[config.mk]
export PLATFORM = sky130hd
export DESIGN_NAME = charge_current_digipot_stepper_core
export DESIGN_NICKNAME = d
export VERILOG_FILES = /design/src/design/ccds_pkg.sv /design/src/design/ccds_div.sv /design/src/design/ccds_dpath.sv /design/src/design/ccds_ctrl.sv /design/src/design/charge_current_digipot_stepper_core.sv
export SDC_FILE = /design/constraint.sdc
export NUM_CORES = 1
export LEC_CHECK = 0
export BUFFER_PORTS_ARGS = -buffer_cell sky130_fd_sc_hd__buf_2
export CAP_MARGIN = 25
export CORE_UTILIZATION = 58
export DETAILED_ROUTE_END_ITERATION = 7
export PLACE_DENSITY = 0.8
export SLEW_MARGIN = 10
export SYNTH_ARGS = -nofsm -noshare
export SYNTH_HDL_FRONTEND = slang
export SYNTH_SLANG_ARGS = --single-unit
[constraint.sdc]
create_clock -name clk -period 5.4 [get_ports clk]
set_input_delay 1.08 -clock clk [delete_from_list [all_inputs] [get_ports clk]]
set_output_delay 1.08 -clock clk [all_outputs]
set_load 0.005 [all_outputs]
[src/design/ccds_pkg.sv]
// Shared constants, codes and control structs for the charge current digipot stepper.
// Used by every module of the block; depends on nothing.
package ccds_pkg;

	// field widths
	localparam int MODE_W   = 2;
	localparam int MEAS_W   = 16;
	localparam int KIND_W   = 2;
	localparam int WIPER_W  = 6;
	localparam int CUR_W    = 11;
	localparam int CFG_IDX_W = 2;

	// input command codes
	localparam logic [MODE_W-1:0] MODE_ENABLE  = 2'd0;
	localparam logic [MODE_W-1:0] MODE_DISABLE = 2'd1;
	localparam logic [MODE_W-1:0] MODE_COMPUTE = 2'd2;

	// result kinds
	localparam logic [KIND_W-1:0] KIND_UP     = 2'd0;
	localparam logic [KIND_W-1:0] KIND_DOWN   = 2'd1;
	localparam logic [KIND_W-1:0] KIND_STATUS = 2'd2;

	// configuration register indexes
	localparam logic [CFG_IDX_W-1:0] REG_CHARGE = 2'd0;
	localparam logic [CFG_IDX_W-1:0] REG_CUTOFF = 2'd1;

	localparam logic [CUR_W-1:0] CHARGE_RST = 11'd500;
	localparam logic [CUR_W-1:0] CUTOFF_RST = 11'd50;

	// wiper range and potentiometer
	localparam logic [WIPER_W-1:0] STEP_LOW   = 6'd0;
	localparam logic [WIPER_W-1:0] STEP_HIGH  = 6'd63;
	localparam logic [WIPER_W-1:0] START_STEP = 6'd32;
	localparam logic [WIPER_W-1:0] PULSE_MAX  = 6'd63;

	// serial divider sizes: dividend up to 1000000, divisor the charge current
	localparam int DIV_N_W = 20;
	localparam int DIV_D_W = 14;
	localparam int DIV_CNT_W = 5;
	localparam logic [DIV_N_W-1:0] RES_NUM   = 20'd1000000;
	localparam logic [DIV_D_W-1:0] POT_OHMS  = 14'd10000;
	localparam logic [DIV_N_W-1:0] STEP_SPAN = 20'(STEP_HIGH - STEP_LOW);

	// scaled resistance / pot value as a reciprocal multiply, exact below 2^20
	localparam int RECIP_SH = 33;
	localparam logic [63:0] RECIP_FULL =
		((64'd1 << RECIP_SH) + 64'(POT_OHMS) - 64'd1) / 64'(POT_OHMS);
	localparam logic [DIV_N_W-1:0] RECIP_M = RECIP_FULL[DIV_N_W-1:0];

	typedef struct packed {
		logic accept;     // take the input item
		logic div_start;  // launch the serial divider
		logic mul;        // scale the resistance onto the step range
		logic tgt;        // latch the target step
		logic pulse;      // move the wiper one step and issue a pulse item
		logic cutoff;     // apply the cutoff test
		logic status;     // issue the status item
	} ccds_cmd_t;

	typedef struct packed {
		logic div_done;
		logic charging;
		logic at_tgt;
		logic pulse_max;
		logic out_free;
	} ccds_sts_t;

endpackage

[src/design/ccds_div.sv]
// Restoring divider, one quotient bit per cycle.
// Uses ccds_pkg for widths; instantiated by ccds_dpath.
module ccds_div (
	input  logic                         clk,
	input  logic                         arst_n,
	input  logic                         start,
	input  logic [ccds_pkg::DIV_N_W-1:0] dividend,
	input  logic [ccds_pkg::DIV_D_W-1:0] divisor,
	output logic [ccds_pkg::DIV_N_W-1:0] quotient,
	output logic                         done
);

	logic [ccds_pkg::DIV_N_W-1:0]   quo_q;
	logic [ccds_pkg::DIV_D_W-1:0]   rem_q;
	logic [ccds_pkg::DIV_D_W-1:0]   dsr_q;
	logic [ccds_pkg::DIV_CNT_W-1:0] cnt_q;
	logic                           busy_q;
	logic                           done_q;
	logic [ccds_pkg::DIV_D_W:0]     trial;
	logic                           fits;

	// a zero divisor always fits, so the quotient saturates to all ones
	assign trial = {rem_q, quo_q[ccds_pkg::DIV_N_W-1]};
	assign fits  = trial >= {1'b0, dsr_q};

	always_ff @(posedge clk or negedge arst_n) begin
		if (!arst_n) begin
			busy_q <= 1'b0;
			done_q <= 1'b0;
			cnt_q  <= '0;
		end else begin
			done_q <= 1'b0;
			if (start) begin
				busy_q <= 1'b1;
				cnt_q  <= '0;
			end else if (busy_q) begin
				cnt_q <= cnt_q + 1'b1;
				if (cnt_q == ccds_pkg::DIV_CNT_W'(ccds_pkg::DIV_N_W - 1)) begin
					busy_q <= 1'b0;
					done_q <= 1'b1;
				end
			end
		end
	end

	always_ff @(posedge clk) begin
		if (start) begin
			quo_q <= dividend;
			rem_q <= '0;
			dsr_q <= divisor;
		end else if (busy_q) begin
			quo_q <= {quo_q[ccds_pkg::DIV_N_W-2:0], fits};
			rem_q <= fits ? ccds_pkg::DIV_D_W'(trial - {1'b0, dsr_q})
			              : trial[ccds_pkg::DIV_D_W-1:0];
		end
	end

	assign quotient = quo_q;
	assign done     = done_q;

endmodule

[src/design/ccds_dpath.sv]
// Datapath: configuration registers, wiper and charging state, target
// computation around the serial divider, and the output register.
// Depends on ccds_pkg and ccds_div.
module ccds_dpath (
	input  logic                             clk,
	input  logic                             arst_n,
	input  ccds_pkg::ccds_cmd_t              cmd,
	output ccds_pkg::ccds_sts_t              sts,
	input  logic                             cfg_we,
	input  logic [ccds_pkg::CFG_IDX_W-1:0]   cfg_index,
	input  logic [ccds_pkg::CUR_W-1:0]       cfg_data,
	input  logic [ccds_pkg::MODE_W-1:0]      mode,
	input  logic [ccds_pkg::MEAS_W-1:0]      sense_current,
	output logic                             out_valid,
	input  logic                             out_stall,
	output logic [ccds_pkg::KIND_W-1:0]      kind,
	output logic [ccds_pkg::WIPER_W-1:0]     wiper_position,
	output logic                             charging_on,
	output logic                             last
);

	logic [ccds_pkg::CUR_W-1:0]   charge_q;
	logic [ccds_pkg::CUR_W-1:0]   cutoff_q;
	logic [ccds_pkg::WIPER_W-1:0] wiper_q;
	logic                         charging_q;
	logic [ccds_pkg::MEAS_W-1:0]  meas_q;
	logic [ccds_pkg::DIV_N_W-1:0] prod_q;
	logic                         sat_q;
	logic [ccds_pkg::WIPER_W-1:0] tgt_q;
	logic [ccds_pkg::WIPER_W-1:0] n_q;
	logic                         out_valid_q;
	logic [ccds_pkg::KIND_W-1:0]  kind_q;
	logic [ccds_pkg::WIPER_W-1:0] wpos_q;
	logic                         chg_out_q;
	logic                         last_q;

	logic [ccds_pkg::DIV_N_W-1:0]   div_num;
	logic [ccds_pkg::DIV_D_W-1:0]   div_den;
	logic [ccds_pkg::DIV_N_W-1:0]   quo;
	logic                           div_done;
	logic [2*ccds_pkg::DIV_N_W-1:0] recip_prod;
	logic                           move_up;
	logic [ccds_pkg::WIPER_W-1:0]   wiper_next;
	logic                           below_cutoff;

	assign div_num = ccds_pkg::RES_NUM;
	assign div_den = ccds_pkg::DIV_D_W'(charge_q);

	ccds_div u_div (
		.clk      (clk),
		.arst_n   (arst_n),
		.start    (cmd.div_start),
		.dividend (div_num),
		.divisor  (div_den),
		.quotient (quo),
		.done     (div_done)
	);

	assign recip_prod = {{ccds_pkg::DIV_N_W{1'b0}}, prod_q}
	                  * {{ccds_pkg::DIV_N_W{1'b0}}, ccds_pkg::RECIP_M};

	assign move_up      = wiper_q < tgt_q;
	assign wiper_next   = move_up ? wiper_q + 1'b1 : wiper_q - 1'b1;
	assign below_cutoff = {1'b0, cutoff_q, 4'b0000} > meas_q;

	always_ff @(posedge clk or negedge arst_n) begin
		if (!arst_n) begin
			charge_q    <= ccds_pkg::CHARGE_RST;
			cutoff_q    <= ccds_pkg::CUTOFF_RST;
			wiper_q     <= ccds_pkg::START_STEP;
			charging_q  <= 1'b0;
			out_valid_q <= 1'b0;
		end else begin
			if (cfg_we && cfg_index == ccds_pkg::REG_CHARGE)
				charge_q <= cfg_data;
			if (cfg_we && cfg_index == ccds_pkg::REG_CUTOFF)
				cutoff_q <= cfg_data;
			if (cmd.accept) begin
				if (mode == ccds_pkg::MODE_ENABLE)
					charging_q <= 1'b1;
				else if (mode == ccds_pkg::MODE_DISABLE)
					charging_q <= 1'b0;
			end
			if (cmd.cutoff && below_cutoff)
				charging_q <= 1'b0;
			if (cmd.pulse)
				wiper_q <= wiper_next;
			if (cmd.pulse || cmd.status)
				out_valid_q <= 1'b1;
			else if (!out_stall)
				out_valid_q <= 1'b0;
		end
	end

	always_ff @(posedge clk) begin
		if (cmd.accept) begin
			meas_q <= sense_current;
			n_q    <= '0;
		end
		if (cmd.mul) begin
			sat_q  <= quo >= ccds_pkg::DIV_N_W'(ccds_pkg::POT_OHMS);
			prod_q <= ccds_pkg::DIV_N_W'(quo[ccds_pkg::DIV_D_W-1:0]) * ccds_pkg::STEP_SPAN;
		end
		// below the pot value the scaled step stays under the span
		if (cmd.tgt)
			tgt_q <= sat_q ? ccds_pkg::STEP_HIGH
			               : recip_prod[ccds_pkg::RECIP_SH +: ccds_pkg::WIPER_W]
			                 + ccds_pkg::STEP_LOW;
		if (cmd.pulse) begin
			n_q       <= n_q + 1'b1;
			kind_q    <= move_up ? ccds_pkg::KIND_UP : ccds_pkg::KIND_DOWN;
			wpos_q    <= wiper_next;
			chg_out_q <= charging_q;
			last_q    <= 1'b0;
		end else if (cmd.status) begin
			kind_q    <= ccds_pkg::KIND_STATUS;
			wpos_q    <= wiper_q;
			chg_out_q <= charging_q;
			last_q    <= 1'b1;
		end
	end

	assign sts.div_done  = div_done;
	assign sts.charging  = charging_q;
	assign sts.at_tgt    = wiper_q == tgt_q;
	assign sts.pulse_max = n_q == ccds_pkg::PULSE_MAX;
	assign sts.out_free  = !out_valid_q || !out_stall;

	assign out_valid      = out_valid_q;
	assign kind           = kind_q;
	assign wiper_position = wpos_q;
	assign charging_on    = chg_out_q;
	assign last           = last_q;

endmodule

[src/design/ccds_ctrl.sv]
// Controller: sequences command handling, the resistance division and the wiper pulses.
// Depends on ccds_pkg; drives ccds_dpath through ccds_cmd_t.
module ccds_ctrl (
	input  logic                        clk,
	input  logic                        arst_n,
	input  logic                        in_valid,
	output logic                        in_stall,
	input  logic [ccds_pkg::MODE_W-1:0] mode,
	input  ccds_pkg::ccds_sts_t         sts,
	output ccds_pkg::ccds_cmd_t         cmd
);

	localparam logic [3:0] S_IDLE = 4'd0;
	localparam logic [3:0] S_D1GO = 4'd1;
	localparam logic [3:0] S_D1W  = 4'd2;
	localparam logic [3:0] S_MUL  = 4'd3;
	localparam logic [3:0] S_TGT  = 4'd4;
	localparam logic [3:0] S_STEP = 4'd5;
	localparam logic [3:0] S_STAT = 4'd6;

	logic [3:0] state_q;
	logic [3:0] state_d;

	assign in_stall = state_q != S_IDLE;

	always_comb begin
		state_d = state_q;
		cmd     = '0;
		case (state_q)
			S_IDLE: begin
				if (in_valid) begin
					cmd.accept = 1'b1;
					if (mode == ccds_pkg::MODE_COMPUTE && sts.charging)
						state_d = S_D1GO;
					else
						state_d = S_STAT;
				end
			end
			S_D1GO: begin
				cmd.div_start = 1'b1;
				state_d       = S_D1W;
			end
			S_D1W: begin
				if (sts.div_done)
					state_d = S_MUL;
			end
			S_MUL: begin
				cmd.mul = 1'b1;
				state_d = S_TGT;
			end
			S_TGT: begin
				cmd.tgt = 1'b1;
				state_d = S_STEP;
			end
			S_STEP: begin
				// cut off only once the wiper has stopped moving
				if (sts.at_tgt || sts.pulse_max) begin
					cmd.cutoff = 1'b1;
					state_d    = S_STAT;
				end else if (sts.out_free) begin
					cmd.pulse = 1'b1;
				end
			end
			S_STAT: begin
				if (sts.out_free) begin
					cmd.status = 1'b1;
					state_d    = S_IDLE;
				end
			end
			default: state_d = S_IDLE;
		endcase
	end

	always_ff @(posedge clk or negedge arst_n) begin
		if (!arst_n)
			state_q <= S_IDLE;
		else
			state_q <= state_d;
	end

endmodule

[src/design/charge_current_digipot_stepper_core.sv]
// Enable, disable, unused commands and a compute while not charging go straight from
// acceptance to their status item. A compute while charging runs one pass of the serial
// divider and the target scaling, then issues one wiper pulse at a time, up to 63 pulses;
// pulses and the status item wait while the output is stalled.
// One item is worked on at a time; the next is taken once the status item is issued.
// Reset (arst_n low, asynchronous) sets wiper 32, charging off, charge 500 mA, cutoff 50 mA.
module charge_current_digipot_stepper_core (
	input  logic                           clk,
	input  logic                           arst_n,
	input  logic                           cfg_we,
	input  logic [ccds_pkg::CFG_IDX_W-1:0] cfg_index,
	input  logic [ccds_pkg::CUR_W-1:0]     cfg_data,
	input  logic                           in_valid,
	output logic                           in_stall,
	input  logic [ccds_pkg::MODE_W-1:0]    mode,
	input  logic [ccds_pkg::MEAS_W-1:0]    sense_current,
	output logic                           out_valid,
	input  logic                           out_stall,
	output logic [ccds_pkg::KIND_W-1:0]    kind,
	output logic [ccds_pkg::WIPER_W-1:0]   wiper_position,
	output logic                           charging_on,
	output logic                           last
);

	ccds_pkg::ccds_cmd_t cmd;
	ccds_pkg::ccds_sts_t sts;

	ccds_ctrl u_ctrl (
		.clk      (clk),
		.arst_n   (arst_n),
		.in_valid (in_valid),
		.in_stall (in_stall),
		.mode     (mode),
		.sts      (sts),
		.cmd      (cmd)
	);

	ccds_dpath u_dpath (
		.clk            (clk),
		.arst_n         (arst_n),
		.cmd            (cmd),
		.sts            (sts),
		.cfg_we         (cfg_we),
		.cfg_index      (cfg_index),
		.cfg_data       (cfg_data),
		.mode           (mode),
		.sense_current  (sense_current),
		.out_valid      (out_valid),
		.out_stall      (out_stall),
		.kind           (kind),
		.wiper_position (wiper_position),
		.charging_on    (charging_on),
		.last           (last)
	);

endmodule
* Yosys cells after proc, flatten, opt, wreduce, memory -nomap -nowiden
Cells that the tools add are included. Widths: inputs -> output; s select.
Cells by class: add/subtract/negate cells 5, multiply operators 2, magnitude comparators 4, eq/ne operators 17, mux-type cells 41, reductions and logical operators 20
Operators by type and width (count):
- $mul 20x19->38 const B | 1
- $mux 6 | 5
- $pmux 4 s7 | 1
- $mux 1 | 24
- $ge 20x14->1 const B | 1
- $mul 14x6->20 const B | 1
- $gt 15x16->1 | 1
- $mux 4 | 4
- $ge 15x11->1 | 1
- $mux 14 | 1
- $sub 14x11->14 | 1
- $add 6x1->6 const B | 2
- $eq 4x3->1 const B | 3
- $mux 5 | 2
- $eq 4x2->1 const B | 2
- $reduce_bool 2->1 | 4
- $eq 6x6->1 | 1
- $eq 6x6->1 const B | 1
- $lt 6x6->1 | 1
- $mux 2 | 3
- $ne 2x1->1 const B | 3
- $sub 6x1->6 const B | 1
- $add 5x1->5 const B | 1
- $eq 5x5->1 const B | 1
- other kinds (14) | 23
Word-level totals: bits in registers 145, input bits 36, output and inout port bits 12, word-level logic and storage cells 110

* Logic depth before layout (Yosys ltp)
Gate-level depths: netlist of run 1.
depth in word-level cells 8, mapped depth 21, gate-level depth less buffers 21

* By module
From an unflattened synthesis of run 1, not the netlist that was laid out.
Unflattened totals: cell total of the unflattened synthesis 1463, area total of the unflattened synthesis 15522.4 um^2
By module, submodules not included:
- ccds_dpath | instances 1, cells each 1151, area each 12150.4 um^2, seq. area each 2524.9 um^2
- ccds_div | instances 1, cells each 280, area each 3128.0 um^2, seq. area each 1476.4 um^2
- ccds_ctrl | instances 1, cells each 32, area each 244.0 um^2, seq. area each 75.1 um^2

* Worst setup path after synthesis of run 1
Ideal clock, no wire load.
path kind reg-to-reg, from register u_dpath.prod_q[5] (netlist name), to register u_dpath.tgt_q[5] (netlist name) (data pin), setup time 0.174 ns, data arrival time 5.150 ns, data required time 5.226 ns, path slack 0.076 ns, stages on the path, launching flop included 20, path buffers 0, period minus slack after synthesis 5.324 ns, path through edfxtp_1 > ha_1 > fa_1 > inv_1 > fa_1 > inv_1 > fa_1 > fa_1 > inv_1 > fa_1 > inv_1 > ha_1 > nand3_1 > nor4_1 > nand2_1 > a211oi_1 > o211ai_1 > a21boi_1 > nor2_1 > a311oi_1
Between the ends: longest elaborated chain between the ends 1
Ends and longest elaborated chain:
- start, declared | line ccds_dpath.sv:27 | logic [ccds_pkg::DIV_N_W-1:0] prod_q;
- start signal, assigned | line ccds_dpath.sv:102 | prod_q <= ccds_pkg::DIV_N_W'(quo[ccds_pkg::DIV_D_W-1:0]) * ccds_pkg::STEP_SPAN;
- $mul 20x19->38 | line ccds_dpath.sv:60 | * {{ccds_pkg::DIV_N_W{1'b0}}, ccds_pkg::RECIP_M};
- end signal, assigned | line ccds_dpath.sv:106 | tgt_q <= sat_q ? ccds_pkg::STEP_HIGH
- end, declared | line ccds_dpath.sv:29 | logic [ccds_pkg::WIPER_W-1:0] tgt_q;
Every way passes these cells. A chain may end at the register's enable or synchronous reset.

* Final worst setup path of run 1
from register u_dpath.prod_q[5] (netlist name), to register u_dpath.tgt_q[4] (netlist name) (data pin)
The elaborated chain is that of the path after synthesis.

==> summary.md, run 1 <==
| Metric | Value |
|---|---|
| Hold WS | `447 ps` |
| Worst Max-Slew Pin Slew | `880 ps` |
| Failing checks | `design-rule violations, negative setup slack` |
| Post-DRT Antenna Nets | `0` |
| Max incr delay on CP | `just over 600 ps` |
| GRT Util Overall | `about a quarter` |
| Synth area leaders | `fa_1, ha_1, edfxtp_1` |
| Post-route cell area | `0.0173 mm²` |
| F_max | `approximately 0.18 GHz` |
| Reg2Reg Setup Slack | `-100 ps` |
| Max_cap viols | `0` |
| Post-route insts no fill | `roughly 1,900` |
| Mean Syn Cell Area | `10.4 µm²` |
| Compound-Gate Fraction of Synth Area | `7.61%` |
| Hold Crit Depth | `0` |
| RePlAce Congestion | `0.981` |
| Placed Area | `0.0160 mm²` |
| Final HPWL DP | `about 25,000 µm` |
| Fraction of layout cells with a size suffix above 1 | `about a fifth` |
| Routed WL per cell | `16.6 µm` |
| Commonest cells after routing, fill and taps aside | `inv_1, ha_1, fa_1` |
| Total die area | `0.0261 mm²` |
| Hold Crit Class | `reg2reg` |
| Port Buf Inserts | `47` |
| Start point of the worst hold path | `u_dpath.charge_q[1]` |
| Starting Density | `58.8%` |
| Drt pass-1 iters | `7` |
| Rel. slew slack | `41.3%` |
| Total nets after synthesis | `approximately 1,900` |
| Async SR Flop Fraction | `between 20 and 30%` |
| RSZ-0062 raised after global routing | `yes` |
| Largest net degree at the start of global routing | `50` |
| Pre-CTS setup slack | `-306 ps` |
| Cells along the critical path | `buf_6 -> ha_4 -> fa_1 -> inv_2 -> fa_2 -> inv_2 -> fa_2 -> fa_1 -> inv_1 -> fa_1 -> inv_2 -> ha_4 -> buf_6 -> nand4_1 -> nor2_2 -> nand4_1 -> a31oi_4 -> o211ai_1 -> a21boi_2 -> nor2_1 -> mux2i_1` |
| Syn Inst Count | `1,423` |
| Yosys top cell area share | `23.9%` |
| Xor-xnor portion of the synthesized cell area | `2.97%` |
| # setup viols final | `4` |
| Vias in the first global route | `10,910` |
| WP data required | `around 5600 ps` |
| Final WS setup | `-97.9 ps` |
| Synth Area in Adders | `43.1%` |
| Drt drc | `1` |
| CP Buf/Inv Count | `6` |
| Die extent in x | `162 µm` |
| Ys flop type | `edfxtp_1` |
| Drt initial violations | `513` |
| Simple-gate share of the synthesized area | `under 10%` |
| Via/cell ratio | `between 5 and 6` |
| # diodes | `0` |
| Post-synthesis cell type count | `68` |
| Post-synthesis mux area share | `3.72%` |
| Die height | `162 µm` |
| Post-Route Skew | `17.3 ps` |
| Synthesized area | `0.0148 mm²` |
| CTS Buf Count | `17` |
| Depth of the most critical reg-to-reg path | `21` |
| FF-to-FF Start | `u_dpath.prod_q[5]` |
| Critical path type | `reg2reg` |
| CTS tree | `built` |
| Dpl cells | `1,869` |
| Hold-fix buffers, CTS | `0` |
| Critical path peak fanout | `3` |
| CP delay by family, top | `adder cells` |
| Worst skew pair latency | `430 ps` |
| Area grow syn2layout | `17.1%` |
| Clock tree root buffer cell | `clkbuf_16` |
| Total vias in the final route | `just over 10,000` |
| CP max stage cell | `fa_2` |
| Clock buffer depth | `2` |
| R2R Path End | `u_dpath.tgt_q[4]` |
| Hold-critical path endpoint | `u_dpath.u_div.dsr_q[1]` |
| Largest family of logic cells by synthesized area | `adder cells` |
| Flops & latches, synth | `approximately 140` |
| Initial antenna violation count | `0` |
| Ys Warns | `0` |
| Outcome | `finished with violations` |
| CP Capture Type | `flop` |
| Post-synth EDFFs | `69` |
| Slew Viols, Final | `0` |
| Gr ovfl total | `0` |
| CP Launch Type | `flop` |
| Number of H-tree levels | `4` |
| Sink Count | `144` |
| Rows | `58` |
| Synth area leader | `fa_1` |
| Clock Pin Slew Worst Setup and Hold Paths | `70 ps` |
| Commonest non-fill, non-tap cell in the layout | `inv_1` |
| Drt total wl | `31,900 µm` |
| Critical Path AT | `~5700 ps` |
| Final Cycle Share | `102%` |
| Sequential area share after synthesis | `25.6%` |
| Final Hold Viols | `0` |
| Minimum clock period | `5500 ps` |
| Core Footprint | `0.0251 mm²` |
| Final #Nets | `2,017` |
| First-pass GRT wire length | `53,200 µm` |
| Total I/O pin count | `48` |
[area by class of cell]
class | instances | area (µm²)
flip-flops and latches | 144 | 3790
repair buffers | 152 | 1060
well taps | 330 | 413
inverters | 375 | 1410
multi-input cells | 888 | 10000
clock inverters | 15 | 171
clock buffers | 17 | 425
fillers | 1769 | 7820
[metrics by stage]
stage,util [%],setup TNS [ps]
finish,68.8,-220
global route,68.8,-1280
CTS,68.3,0
detailed placement,63.7,-1280
global placement,63.7,-264
floorplan,-,0
[registers in the layout, summed over array words and instances, names as in the netlist]
name	cells
u_dpath.u_div.quotient	20
u_dpath.charge_q	11
u_dpath.wiper_position	6
u_dpath.wiper_q	6
u_dpath.meas_q	16
u_dpath.charging_q	1
u_ctrl.state_q	3
u_dpath.kind	2
u_dpath.out_valid	1
u_dpath.charging_on	1
u_dpath.u_div.dsr_q	11
u_dpath.last	1
u_dpath.prod_q	20
u_dpath.u_div.done	1
u_dpath.u_div.busy_q	1
u_dpath.cutoff_q	11
u_dpath.tgt_q	6
u_dpath.u_div.cnt_q	5
u_dpath.u_div.rem_q	14
u_dpath.n_q	6
u_dpath.sat_q	1
[cells by family (layout without fill, tap and decap cells)]
logic type | Yosys count | count (layout)
xor+xnor | 50 | 50
compound gates | 173 | 173
mux | 52 | 52
flops | 144 | 144
fa+ha+maj | 403 | 403
buf+inv | 391 | 559
simple gates | 210 | 210
[worst max-delay path by stage]
stage | start | end | depth (start not counted)
5_1_grt | u_dpath.prod_q[17] | u_dpath.tgt_q[5] | 21
4_1_cts | u_dpath.prod_q[16] | u_dpath.tgt_q[5] | 20
3_3_place_gp | u_dpath.prod_q[15] | u_dpath.tgt_q[5] | 20
3_5_place_dp | u_dpath.prod_q[11] | u_dpath.tgt_q[5] | 17
2_1_floorplan | u_dpath.prod_q[5] | u_dpath.tgt_q[5] | 19
6_report | u_dpath.prod_q[5] | u_dpath.tgt_q[4] | 21
[synth_stat cells (3+ instances only)]
library cell,instances
dfstp_2,10
o21bai_1,5
fa_1,176
dfrtp_1,30
inv_1,373
xnor2_1,31
nand2b_1,5
and2_1,6
a21boi_1,3
nand3_1,20
o21ai_0,26
xor2_1,19
a21oi_1,56
a21o_1,17
a31oi_1,7
nor3_1,9
nand2_1,44
nor2_1,75
nand4_1,14
o31a_1,6
clkbuf_1,13
a211oi_1,15
or2_2,3
nor2b_1,11
edfxtp_1,69
mux2i_1,29
mux2_2,23
and3_1,3
dfxtp_1,35
o21ai_1,4
o211ai_1,12
ha_1,227
nor4_1,3
[metal layers]
layer / wire length, µm / global-route usage (%) / up-vias
met5: 0 / 0 / -
met4: 1060 / 8.45 / 0
met3: 1020 / 3.00 / 63
met2: 16100 / 47.2 / 209
met1: 13700 / 32.5 / 5001
li1: - / - / 4914
[worst register-to-register path, cell delays in order (launching register included)]
cell and delay, ps:
edfxtp_1 420, buf_6 150, ha_4 240, fa_1 550
inv_2 50, fa_2 610, inv_2 60, fa_2 440
fa_1 490, inv_1 50, fa_1 490, inv_2 50
ha_4 260, buf_6 90, nand4_1 160, nor2_2 150
nand4_1 160, a31oi_4 250, o211ai_1 170, a21boi_2 220
nor2_1 90, mux2i_1 120
[timing repair]
| action | in CTS | in global routing |
|---|---|---|
| pin swaps | 74 | 33 |
| setup buffers | 17 | 4 |
| resized for setup | 67 | 21 |
| endpoints found under the setup margin | 6 | 6 |
Power of run 1 is left out: the tool's default activity adds up to more than one toggle a clock period on the data nets, which glitch-free logic cannot reach.
==> run 2: changes to the inputs <==
--- a/config.mk
+++ b/config.mk
@@ -7,9 +7,10 @@
 export LEC_CHECK = 0
 export BUFFER_PORTS_ARGS = -buffer_cell sky130_fd_sc_hd__buf_2
 export CAP_MARGIN = 25
-export CORE_UTILIZATION = 58
+export CORE_UTILIZATION = 30
 export DETAILED_ROUTE_END_ITERATION = 7
-export PLACE_DENSITY = 0.8
+export HOLD_SLACK_MARGIN = 0.06
+export PLACE_DENSITY = 0.48
 export SLEW_MARGIN = 10
 export SYNTH_ARGS = -nofsm -noshare
 export SYNTH_HDL_FRONTEND = slang
==> run 2 against run 1 <==
  * The run ends with negative setup slack left
  * Critical path depth up 1
  * Die area is 92% higher
  * Clock skew shrank 6.0 ps
  * First-iteration DRC count fell by 29%
  * Via count decreased by 3.3%
  * Critical path type unchanged
==> summary.md, run 2 (same netlist as run 1, synthesis figures left out) <==
| Metric | Value |
|---|---|
| Final Cycle Share | `102%` |
| Number of H-tree levels | `4` |
| FF-to-FF Start | `u_dpath.prod_q[10]` |
| Commonest cells after routing, fill and taps aside | `inv_1, ha_1, fa_1` |
| CTS tree | `built` |
| Total I/O pin count | `48` |
| RePlAce Congestion | `0.919` |
| Outcome | `finished with violations` |
| Area grow syn2layout | `21.6%` |
| CP Launch Type | `flop` |
| First-pass GRT wire length | `~54,000 µm` |
| Port Buf Inserts | `47` |
| CP max stage cell | `fa_1` |
| Drt drc | `0` |
| Via/cell ratio | `roughly 4.3` |
| Rel. slew slack | `50.3%` |
| Final Hold Viols | `0` |
| Max_cap viols | `0` |
| WP data required | `5640 ps` |
| Die height | `224 µm` |
| Core Footprint | `a little under 0.05 mm²` |
| Final HPWL DP | `27,500 µm` |
| Reg area | `0.00379 mm²` |
| Drt pass-1 iters | `4` |
| Failing checks | `negative setup slack` |
| Most frequent CP cell | `fa_1` |
| Highest Signal Layer | `met4` |
| Die extent in x | `approximately 220 µm` |
| CP Capture Type | `flop` |
| CP endpoint | `u_dpath.tgt_q[5]` |
| Depth of the most critical reg-to-reg path | `22` |
| Worst Max-Slew Pin Slew | `743 ps` |
| Multi-input logic area | `0.0101 mm²` |
| Max incr delay on CP | `around 530 ps` |
| Clock buffer depth | `2` |
| Final #Nets | `just over 2,000` |
| Post-Route Skew | `11.4 ps` |
| Setup TNS | `-182 ps` |
| Hold Crit Class | `reg2reg` |
| Vias in the first global route | `10,905` |
| Final WS setup | `-101 ps` |
| Critical path peak fanout | `3` |
| Critical path type | `reg2reg` |
| Critical Path AT | `~5700 ps` |
| Drt total wl | `32,700 µm` |
| Drt initial violations | `366` |
| Post-DRT Antenna Nets | `0` |
| CTS Buf Count | `17` |
| Total vias in the final route | `9,850` |
| Start point of the worst hold path | `u_dpath.charge_q[3]` |
| Hold-fix buffers, CTS | `0` |
| Final Util | `between 30% and 40%` |
| Clock tree root buffer cell | `clkbuf_16` |
| Commonest non-fill, non-tap cell in the layout | `inv_1` |
| Cells along the critical path | `buf_4 -> ha_4 -> buf_4 -> fa_1 -> inv_1 -> fa_1 -> inv_1 -> fa_1 -> fa_1 -> inv_1 -> fa_1 -> inv_1 -> ha_4 -> a21oi_2 -> o21ai_2 -> nand4_1 -> a31oi_2 -> o211ai_1 -> buf_4 -> a21boi_4 -> nor2_1 -> a311oi_1` |
| Initial antenna violation count | `0` |
| Starting Density | `30.7%` |
| Post-Route M1 WL | `about 15,000 µm` |
| Largest net degree at the start of global routing | `51` |
| Filler instances | `4,819` |
| F_max | `0.182 GHz` |
| Worst skew pair latency | `420 ps` |
| Reg2Reg Setup Slack | `-100 ps` |
| R2R Path End | `u_dpath.tgt_q[5]` |
| Critical path origin | `u_dpath.prod_q[10]` |
| Rows | `80` |
| Met2 routed WL | `16,600 µm` |
| Fraction of layout cells with a size suffix above 1 | `roughly a fifth` |
| Slew Viols, Final | `0` |
| # diodes | `0` |
| Sink Count | `144` |
| Routed WL per cell | `14.4 µm` |
| Total die area | `0.0501 mm²` |
| # setup viols final | `3` |
| Gr ovfl total | `0` |
| GRT Util Overall | `13.6%` |
| Routed length on met3 | `711 µm` |
| RSZ-0062 raised after global routing | `yes` |
| Clock Pin Slew Worst Setup and Hold Paths | `70 ps` |
| Minimum clock period | `5500 ps` |
-- run 2: how the worst min path moves through the flow --
stage / to / cells past startpoint / slack [ps]
after floorplan: u_dpath.u_div.dsr_q[0] / 0 / 420
after global placement: u_dpath.u_div.dsr_q[3] / 0 / 430
after detailed placement: u_dpath.u_div.dsr_q[3] / 0 / 440
after CTS: u_dpath.u_div.dsr_q[3] / 0 / 460
after global routing: u_dpath.u_div.dsr_q[3] / 0 / 470
final: u_dpath.u_div.dsr_q[3] / 0 / 450
-- run 2: layout make-up --
class / instances / area share (%)
sequential: 144 / 21.1
tap: 656 / 4.57
clock inverter: 12 / 1.03
multi-input combinational: 888 / 56.5
timing repair buffer: 170 / 6.56
inverter: 375 / 7.84
clock buffer: 20 / 2.43
-- run 2: critical path, delay by kind of cell, from the launching register on --
kind	cells	cell delay [ps]
fa+ha+maj	7	3040
compound gates	6	960
buf+inv	7	710
flops	1	390
simple gates	2	210
-- run 2: timing repair --
item	in CTS	in global routing
gates cloned	0	0
resized for setup	87	24
pin swaps	66	22
buffers inserted	13	3
endpoints found under the setup margin	6	6
-- run 2: stage by stage --
stage	setup slack (ps)	std cells	hold WS (ps)	cell area, µm²
after detailed placement	-650	2216	437	16600
after global routing	-320	2265	469	18000
after floorplan	75.8	1423	421	14800
after CTS	-139	2261	457	17800
after global placement	-539	2216	430	16600
final	-101	2265	454	18000
-- run 2: per-layer routing --
| layer | global-route usage [%] | up-vias |
|---|---|---|
| li1 | - | 4928 |
| met1 | 17.3 | 4790 |
| met2 | 25.0 | 104 |
| met3 | 1.52 | 28 |
| met4 | 2.52 | 0 |
| met5 | 0 | - |
Power of run 2 is left out for the same reason.
